[config.mk]
export PLATFORM = sky130hd
export DESIGN_NAME = rdmc_ctrl
export DESIGN_NICKNAME = d
export VERILOG_FILES = /design/src/hw/rtl/rdmc_pkg.sv /design/src/hw/rtl/rdmc_ctrl.sv
export SDC_FILE = /design/constraint.sdc
export NUM_CORES = 1
export LEC_CHECK = 0
export CAP_MARGIN = 20
export CORE_AREA = 10 10 47 49
export CTS_BUF_LIST = sky130_fd_sc_hd__clkbuf_4 sky130_fd_sc_hd__clkbuf_8
export DETAILED_ROUTE_END_ITERATION = 12
export DIE_AREA = 0 0 57 59
export DONT_BUFFER_PORTS = 1
export GPL_TIMING_DRIVEN = 0
export MAX_ROUTING_LAYER = met4
export RECOVER_POWER = 100
export SYNTH_ARGS = -nofsm -noshare
export SYNTH_HDL_FRONTEND = slang
export SYNTH_SLANG_ARGS = --single-unit
[constraint.sdc]
create_clock -name clk -period 1.8 [get_ports clk]
set_input_delay 0.09 -clock clk [delete_from_list [all_inputs] [get_ports clk]]
set_output_delay 0.09 -clock clk [all_outputs]
set_load 0.02 [all_outputs]
[src/hw/rtl/rdmc_pkg.sv]
// ----------------------------------------------------------------------------
// rdmc_pkg: shared definitions for the maze carver
// Constants, register map, direction codes and the command and status
// bundles that pass between the controller and the datapath.
// ----------------------------------------------------------------------------
package rdmc_pkg;

  // Default largest grid side, in cells.
  localparam int RDMC_MAX_SIDE = 64;

  // Configuration port geometry.
  localparam int APB_ADDR_W = 4;
  localparam int APB_DATA_W = 32;

  // Register indexes (word address bits of paddr).
  localparam logic [1:0] REG_CELLS_PER_SIDE = 2'd0;
  localparam logic [1:0] REG_START_X        = 2'd1;
  localparam logic [1:0] REG_START_Y        = 2'd2;

  // Register reset values.
  localparam logic [6:0] CELLS_PER_SIDE_RST = 7'd64;
  localparam logic [5:0] START_X_RST        = 6'd0;
  localparam logic [5:0] START_Y_RST        = 6'd0;

  // Input mode codes.
  localparam logic MODE_RESTART = 1'b0;
  localparam logic MODE_DRAW    = 1'b1;

  // Direction codes of a draw and of a stored parent link.
  localparam logic [1:0] DIR_UP    = 2'd0;
  localparam logic [1:0] DIR_RIGHT = 2'd1;
  localparam logic [1:0] DIR_DOWN  = 2'd2;
  localparam logic [1:0] DIR_LEFT  = 2'd3;

  // Which visited-map row a read fetches.
  typedef enum logic [1:0] {
    ROW_NONE,
    ROW_UP,
    ROW_MID,
    ROW_DOWN
  } row_sel_t;

  // What the result register is loaded with.
  typedef enum logic [1:0] {
    RES_RESTART,
    RES_FINISH,
    RES_CARVE,
    RES_REJECT
  } res_kind_t;

  // Controller to datapath commands.
  typedef struct packed {
    logic      take;       // capture the draw of the accepted word
    logic      restart;    // latch configuration and reset the walk
    row_sel_t  rd_row;     // visited-map row read to issue
    logic      back_step;  // move the walker to its parent cell
    logic      carve;      // open the wall and move to the drawn cell
    logic      set_done;   // the walk has ended
    logic      load;       // load the result register
    res_kind_t res;        // kind of result to load
  } rdmc_cmd_t;

  // Datapath to controller status.
  typedef struct packed {
    logic done;        // walk ended or never started
    logic unvisited;   // current cell has an unvisited neighbor
    logic at_start;    // walker sits on the start cell
    logic parent_ok;   // parent link points inside the grid
    logic draw_ok;     // drawn neighbor is inside the grid and unvisited
  } rdmc_sts_t;

endpackage

[src/hw/rtl/rdmc_ctrl.sv]
// ----------------------------------------------------------------------------
// rdmc_ctrl: maze carver controller
// Sequences the row reads around the walker, the backtrack steps and the
// final decision of each word, and owns the output valid flag.
// ----------------------------------------------------------------------------
module rdmc_ctrl (
  input  logic                clk,
  input  logic                rst,
  input  logic                in_valid,
  output logic                in_ready,
  input  logic                mode,
  output logic                out_valid,
  input  logic                out_ready,
  input  rdmc_pkg::rdmc_sts_t sts,
  output rdmc_pkg::rdmc_cmd_t cmd
);
  import rdmc_pkg::*;

  typedef enum logic [2:0] {
    S_IDLE,
    S_RD_UP,
    S_RD_MID,
    S_RD_DOWN,
    S_DECIDE
  } state_t;

  state_t state, state_next;
  logic   out_free;
  logic   accept;

  // The result register is free when empty or being emptied this cycle.
  assign out_free = !out_valid || out_ready;
  assign in_ready = (state == S_IDLE) && out_free;
  assign accept   = in_valid && in_ready;

  // Commands and next state.
  always_comb begin
    cmd        = '0;
    cmd.rd_row = ROW_NONE;
    cmd.res    = RES_REJECT;
    state_next = state;
    case (state)
      S_IDLE: begin
        if (accept) begin
          cmd.take = 1'b1;
          if (mode == MODE_RESTART) begin
            cmd.restart = 1'b1;
            cmd.load    = 1'b1;
            cmd.res     = RES_RESTART;
          end else if (sts.done) begin
            cmd.load = 1'b1;
            cmd.res  = RES_FINISH;
          end else begin
            cmd.rd_row = ROW_UP;
            state_next = S_RD_MID;
          end
        end
      end
      S_RD_UP: begin
        cmd.rd_row = ROW_UP;
        state_next = S_RD_MID;
      end
      S_RD_MID: begin
        cmd.rd_row = ROW_MID;
        state_next = S_RD_DOWN;
      end
      S_RD_DOWN: begin
        cmd.rd_row = ROW_DOWN;
        state_next = S_DECIDE;
      end
      S_DECIDE: begin
        if (!sts.unvisited) begin
          // Dead end: step back, or end the walk at the start cell or where the parent link leaves the grid.
          if (sts.at_start || !sts.parent_ok) begin
            if (out_free) begin
              cmd.set_done = 1'b1;
              cmd.load     = 1'b1;
              cmd.res      = RES_FINISH;
              state_next   = S_IDLE;
            end
          end else begin
            cmd.back_step = 1'b1;
            state_next    = S_RD_UP;
          end
        end else if (out_free) begin
          cmd.carve  = sts.draw_ok;
          cmd.load   = 1'b1;
          cmd.res    = sts.draw_ok ? RES_CARVE : RES_REJECT;
          state_next = S_IDLE;
        end
      end
      default: begin
        state_next = S_IDLE;
      end
    endcase
  end

  // State and output valid.
  always_ff @(posedge clk) begin
    if (rst) begin
      state     <= S_IDLE;
      out_valid <= 1'b0;
    end else begin
      state <= state_next;
      if (cmd.load) begin
        out_valid <= 1'b1;
      end else if (out_ready) begin
        out_valid <= 1'b0;
      end
    end
  end

endmodule

==> reports/results.txt, run 1 <==
status -> finished with violations
failing checks -> negative setup slack
1st-iter DRT viols -> 3
post-synthesis cell area -> 333 um2
hold path start -> in_valid
Final Max Slew Viols -> 0
final hold violations -> 0
post-route cell area -> 474 um2
Setup crit end kind -> primary output
All-Layer GR Usage -> 6.92%
clk buf depth -> 2
reg2reg path depth -> 4
WP data required -> 1.71 ns
top_reg_cell synth -> dfxtp_1
YS warnings -> 0
Tcrit/Tclk final -> 101%
via count -> 383
Die Wd -> 57 um
Die Y -> 59 um
fin crit period -> 1.82 ns
crit path max fanout -> 6
ant diodes -> 0
WS Path Type -> register to primary output
initial antenna violation count -> 0
DRT Wirelength -> 1190 um
CTS HTree Levels -> 1
Max-slew headroom -> 55.9%
layout cells sized above 1 -> 39.2%
post-synth cell types -> 23
Max VDD drop -> 0.337 mV
Post-synth ARST share -> 0%
Final Wtd Congestion -> 0.806
final setup vio count -> 1
number of remaining DRC errors -> 0
RR Endpoint -> state[1]
Static Leak -> 0.169 nW
Placed Cells incl. Taps -> 59
Post-Syn Instances -> 43
Skew-Pair Late Insertion Delay -> 0.24 ns
CTS tree -> done
Post-synth top cells -> nor2_1 (5), dfxtp_1 (4)
area grow syn2layout -> 42.5%
synthesized flop and latch total -> 4
WP data arrival -> 1.73 ns
Avg Cell Area, Syn -> 7.74 um2
die area -> 3360 um2
Area contributors post-synth -> dfxtp_1 (24%), a31oi_1 (5.6%), nor2_1 (5.6%), nor2b_1 (5.6%), or3b_2 (5.3%)
Avg WL per Cell -> 17.7 um
sequential share of the synthesized area -> 24.1%
# nets final -> 63
cell taking the most area after synthesis -> dfxtp_1
met2 usage -> 11.3%
GR peak layer -> met2
first-pass GRT wire length -> 1810 um
type of origin of the critical path -> register
Place WS -> -0.104 ns
clock buffers created by TritonCTS -> 3
Synth top area share -> 24.1%
worst slew pin tran -> 0.656 ns
Starting Density -> 23.7%
Synth Net Count -> 53
Rows -> 14
I/O Pins -> 22
Power Total -> 0.000329 W
largest net degree at the start of global routing -> 10
Post-synth EDFFs -> 0
top-count cell post-synth -> nor2_1
M3 GR Usage -> 3.86%
Max-cap violations -> 0
DPL Wire Length -> 911 um
end of the worst hold path -> out_valid
Worst Skew -> 0.00291 ns
Clock Root Buffer -> clkbuf_4
DR vias/cell -> 5.72
vias in the first global route -> 372
met1 usage -> 6.27%
Initial DRT Pass Iterations -> 3
clk slew on worst S/H paths -> 0.04 ns
Worst R2R Setup Slack -> 0.36 ns
Core Footprint -> 1400 um2
non-filler cells, final -> 67
remaining antenna violation count -> 0
I/O Buffers -> 0
worst hold margin -> 0.0196 ns
# clock sinks -> 4
pwr dens -> 694 nW/um2
Worst Hold Depth -> 2
grt ovf -> 0
Hold/Removal Path Class -> primary input to register
RSZ-0062 raised after global routing -> yes
maximum clock rate -> 548 MHz
Fillers -> 162
Setup WS post-layout -> -0.0233 ns
post-placement cell area -> 359 um2
FF-to-FF Start -> state[2]
-- stage by stage --
step,utilization (%),setup TNS [ns]
after floorplan,-,0
after global placement,25.6,-0.0781
after detailed placement,25.6,-0.104
after CTS,30.4,-0.0641
after global routing,33.8,-0.0950
final,33.8,-0.0233
-- cells in the final DEF (no fill, tap or decap), drive strengths merged --
master / synthesis / final
clkbuf: 1 / 4
a21oi: 2 / 2
inv: 3 / 3
o21ba: 1 / 1
or3b: 3 / 3
nand3: 1 / 1
a31oi: 3 / 3
nor2: 5 / 5
or3: 2 / 2
nand2: 1 / 1
buf: 0 / 4
a221oi: 1 / 1
nor4: 2 / 2
a211oi: 1 / 1
nor3: 3 / 3
nand2b: 2 / 2
dfxtp: 4 / 4
dlygate4sd3: 0 / 1
and3: 1 / 1
a2111oi: 1 / 1
a32o: 1 / 1
nor3b: 1 / 1
nor2b: 3 / 3
o32a: 1 / 1
-- layout make-up --
type / instances / area (um2) / share of cell area [%]
multi-input cells: 35 / 287 / 60.4
flip-flops and latches: 4 / 88.8 / 18.7
repair buffers: 5 / 40.0 / 8.44
clock buffers: 3 / 22.5 / 4.75
well taps: 16 / 20.0 / 4.22
inverters: 3 / 11.3 / 2.37
plain buffers: 1 / 5.00 / 1.06
-- where the power goes --
group | switching, W | internal, W
Sequential | 0.0000110 | 0.0000949
Combinational | 0.0000736 | 0.0000370
Clock | 0.0000382 | 0.0000747
-- how the worst max path moves through the flow --
stage | end | from | cells after the start
floorplan | cmd[1] | state[2] | 3
global placement | cmd[1] | state[2] | 3
detailed placement | cmd[1] | state[2] | 3
CTS | cmd[1] | state[2] | 3
global route | cmd[1] | state[2] | 3
finish | cmd[1] | state[1] | 3
-- kinds of logic after synthesis --
family | Yosys count | share of synthesized area [%]
and+or+nand+nor | 24 | 42.5
buffers and inverters | 4 | 4.51
AOI/OAI and AO/OA | 11 | 28.9
DFF | 4 | 24.1
-- timing repair --
action,CTS,global route
resized for setup,5,6
endpoints found under the setup margin,3,4
pin swaps,0,2
endpoints found under the hold margin,2,0
buffers inserted,0,4
hold buffers,1,0
-- layer usage --
layer	share of wire, %	routed length [um]
met4	1.4	17
met3	11	128
met2	51	609
met5	0	0
met1	36	430
-- state kept, by name, summed over array words and instances, names as in the netlist --
signal     cells
out_valid      1
state          3
-- worst max-delay path, stage by stage (launching register included) --
cell and delay (ns):
dfxtp_4 0.35, or3b_4 0.43, a2111oi_4 0.61, a31oi_4 0.11
Note: power is estimated with default switching activity, not from simulation.
==> inputs of run 2 (changes only) <==
- clock period: 1.8 -> 2 ns (I/O delays scaled with it)
==> reports/results.txt, run 2 (synthesis results as in run 1) <==
Initial DRT Pass Iterations -> 2
I/O Buffers -> 0
ant diodes -> 0
Final Max Slew Viols -> 0
Core Footprint -> 1400 um2
Max-cap violations -> 0
Skew-Pair Late Insertion Delay -> 0.23 ns
DPL Wire Length -> 879 um
Worst Skew -> 0.00109 ns
Layout Utilization -> 29.6%
Place WS -> -0.0561 ns
reg2reg path depth -> 3
Setup crit end kind -> primary output
# clock sinks -> 4
Rows -> 14
Final Wtd Congestion -> 0.729
post-route cell area -> 414 um2
initial antenna violation count -> 0
# nets final -> 59
most common cell after layout, fill and taps aside -> nor2_1
largest net degree at the start of global routing -> 10
total negative setup slack -> 0 ns
post-placement cell area -> 353 um2
maximum clock rate -> 516 MHz
CTS tree -> done
Die Y -> 59 um
largest register by flop count -> state
pwr dens -> 683 nW/um2
Max-slew headroom -> 50.7%
grt ovf -> 0
fin crit period -> 1.94 ns
RSZ-0062 raised after global routing -> yes
DRT Wirelength -> 1100 um
die area -> 3360 um2
via count -> 362
Worst R2R Setup Slack -> 0.44 ns
Fillers -> 158
Setup crit start -> out_valid
RR Endpoint -> state[2]
DR vias/cell -> 5.75
Clock Root Buffer -> clkbuf_4
biggest regs -> state x3, out_valid x1
number of remaining DRC errors -> 0
layout cells sized above 1 -> 21.3%
remaining antenna violation count -> 0
Static Leak -> 0.140 nW
WP data arrival -> 1.84 ns
Setup crit end -> cmd[0]
worst slew pin tran -> 0.733 ns
1st-iter DRT viols -> 3
Tcrit/Tclk final -> 96.9%
Max VDD drop -> 0.300 mV
most frequent cells in the layout -> nor2_1 (5), dfxtp_1 (4)
first-pass GRT wire length -> 1730 um
Setup WS post-layout -> 0.0615 ns
CTS HTree Levels -> 1
final setup vio count -> 0
WS Path Type -> register to primary output
clk buf depth -> 2
WP data required -> 1.90 ns
final hold violations -> 0
clock buffers created by TritonCTS -> 3
Avg WL per Cell -> 17.4 um
crit path max fanout -> 9
status -> finished clean
max reg flops -> 3
FF-to-FF Start -> state[2]
I/O Pins -> 22
Starting Density -> 23.7%
All-Layer GR Usage -> 6.80%
Die Wd -> 57 um
clk slew on worst S/H paths -> 0.04 ns
Hold/Removal Path Class -> primary input to register
area grow syn2layout -> 24.4%
type of origin of the critical path -> register
worst hold margin -> 0.0281 ns
vias in the first global route -> 364
## run 2: worst min-delay path by stage
| stage | to | depth (start not counted) | from | slack, ns |
|---|---|---|---|---|
| final | out_valid | 2 | in_valid | 0.03 |
| after global routing | out_valid | 2 | in_valid | 0.02 |
| after CTS | out_valid | 2 | in_valid | 0.02 |
| after detailed placement | out_valid | 1 | rst | 0.18 |
| after global placement | state[0] | 1 | rst | 0.18 |
| after floorplan | out_valid | 1 | rst | 0.17 |
## run 2: power by group
| group | switching [W] | internal [W] | total, W |
|---|---|---|---|
| sequential | 0.0000104 | 0.0000860 | 0.0000964 |
| combinational | 0.0000607 | 0.0000268 | 0.0000875 |
| clock | 0.0000317 | 0.0000670 | 0.0000987 |
| total | 0.000103 | 0.000180 | 0.000283 |
## run 2: final cells by class
| cell class | instances | area (um2) | area share, % |
|---|---|---|---|
| clock buffer | 3 | 22.5 | 5.44 |
| sequential | 4 | 80.1 | 19.3 |
| tap | 16 | 20.0 | 4.83 |
| multi-input combinational | 35 | 267 | 64.4 |
| buffer | 1 | 3.75 | 0.906 |
| inverter | 3 | 11.3 | 2.72 |
| timing repair buffer | 1 | 10.0 | 2.42 |
## run 2: what timing repair did
item | CTS | global route
buffers inserted | 0 | 0
setup endpoints to repair | 3 | 2
resized for setup | 2 | 2
hold buffers | 1 | 0
endpoints found under the hold margin | 2 | 0
## run 2: metrics by stage
step | instances | power, W
2_1_floorplan | 43 | 0.000166
3_3_place_gp | 59 | 0.000179
3_5_place_dp | 59 | 0.000179
4_1_cts | 63 | 0.000289
5_1_grt | 63 | 0.000306
6_report | 63 | 0.000283
## run 2: metal layers
metal / vias up / routed length, um / track usage [%] / share of wire, %
met1: 170 / 427 / 5.58 / 39
met3: 0 / 205 / 8.37 / 19
met4: 0 / 0 / 1.01 / 0
met2: 17 / 461 / 9.92 / 42
met5: - / 0 / - / 0
li1: 175 / - / - / -
## run 2: critical path, cell delays in order, from the launching register on
cell	delay [ns]
dfxtp_1	0.37
nor2b_1	0.16
clkbuf_1	0.21
nor4_2	0.67
a31oi_2	0.18
==> inputs of run 3 (changes only) <==
- PLACE_DENSITY_LB_ADDON: not set -> 0.1
==> reports/results.txt, run 3 (synthesis results as in run 1) <==
status -> finished clean
maximum clock rate -> 536 MHz
remaining antenna violation count -> 0
pwr dens -> 684 nW/um2
Setup crit end -> cmd[1]
type of origin of the critical path -> register
WP data arrival -> 1.76 ns
Worst Skew -> 0.00703 ns
die area -> 3360 um2
postcts setup bufs -> 0
critical path depth -> 3
RR Endpoint -> state[2]
most common cell after layout, fill and taps aside -> nor2_1
Static Leak -> 0.147 nW
hold path start -> in_valid
post-route cell area -> 414 um2
Skew-Pair Late Insertion Delay -> 0.23 ns
Max-slew headroom -> 56.8%
Max VDD drop -> 0.150 mV
I/O Pins -> 22
largest register by flop count -> state
crit path cell chain -> or3b_4 -> a2111oi_4 -> a31oi_1
via count -> 351
FF-to-FF Start -> state[2]
crit path buf inv count -> 0
post-placement cell area -> 353 um2
worst hold margin -> 0.0381 ns
max reg flops -> 3
slowest CP cell -> dfxtp_1
layout cells sized above 1 -> 21.3%
Die Y -> 59 um
Starting Density -> 23.7%
max incr delay on CP -> 0.47 ns
worst slew pin tran -> 0.643 ns
Initial DRT Pass Iterations -> 4
Clock Root Buffer -> clkbuf_4
Final Max Slew Viols -> 0
# clock sinks -> 4
Setup crit start -> state[2]
initial antenna violation count -> 0
Tcrit/Tclk final -> 93.2%
non-filler cells, final -> 63
Max-cap violations -> 0
Avg WL per Cell -> 17.1 um
Rows -> 14
1st-iter DRT viols -> 6
reg2reg path depth -> 3
CTS tree -> done
final setup vio count -> 0
fin crit period -> 1.86 ns
crit path max fanout -> 9
area grow syn2layout -> 24.4%
Die Wd -> 57 um
RSZ-0062 raised after global routing -> no
WP data required -> 1.90 ns
final hold violations -> 0
number of remaining DRC errors -> 0
biggest regs -> state x3, out_valid x1
grt ovf -> 0
Power Total -> 0.000283 W
first-pass GRT wire length -> 1680 um
Setup crit end kind -> primary output
I/O Buffers -> 0
WS Path Type -> register to primary output
# nets final -> 59
CTS HTree Levels -> 1
Worst R2R Setup Slack -> 0.44 ns
Hold/Removal Path Class -> primary input to register
ant diodes -> 0
CP delay by family, top -> compound AO/OA/AOI/OAI gates
clk slew on worst S/H paths -> 0.04 ns
clk buf depth -> 2
most frequent cells in the layout -> nor2_1 (5), dfxtp_1 (4)
vias in the first global route -> 336
DR vias/cell -> 5.57
Placed Cells incl. Taps -> 59
Final Wtd Congestion -> 0.706
DPL Wire Length -> 890 um
DRT Wirelength -> 1080 um
clock buffers created by TritonCTS -> 3
Core Footprint -> 1400 um2
All-Layer GR Usage -> 6.53%
largest net degree at the start of global routing -> 10
run 3: cell counts in the layout (fill, tap and decap cells not counted):
Identical to the previous run, type by type.
run 3: final cells by class:
type | count | area (um2)
clock buffer | 3 | 22.5
multi-input combinational | 35 | 265
inverter | 3 | 11.3
buffer | 1 | 5.00
fill | 165 | 987
timing repair buffer | 1 | 10.0
sequential | 4 | 80.1
tap | 16 | 20.0
run 3: per-stage QoR:
stage	worst slack, ns	TNS [ns]	utilization [%]
after global placement	-0.133	-0.133	25.2
after floorplan	0.157	0	-
after detailed placement	-0.137	-0.137	25.2
after CTS	-0.0276	-0.0276	28.8
final	0.135	0	29.6
after global routing	0.0550	0	29.6
run 3: power by group:
group | switching [W] | internal, W
logic | 0.0000613 | 0.0000268
clock network | 0.0000316 | 0.0000670
registers | 0.0000106 | 0.0000859
run 3: routing by layer:
metal / up-vias / global-route usage, % / wire length [um]
li1: 173 / - / -
met1: 160 / 6.18 / 409
met2: 18 / 9.46 / 513
met3: 0 / 4.72 / 154
met4: 0 / 4.03 / 0
met5: - / - / 0
run 3: how the worst min path moves through the flow:
stage / depth (start not counted) / end
2_1_floorplan: 1 / out_valid
3_3_place_gp: 1 / state[0]
3_5_place_dp: 1 / state[0]
4_1_cts: 2 / out_valid
5_1_grt: 2 / out_valid
6_report: 2 / out_valid
run 3: timing repair:
item,CTS,global route
gates resized for setup,2,4
hold endpoints to repair,2,0
endpoints found under the setup margin,3,2
hold buffers,1,0
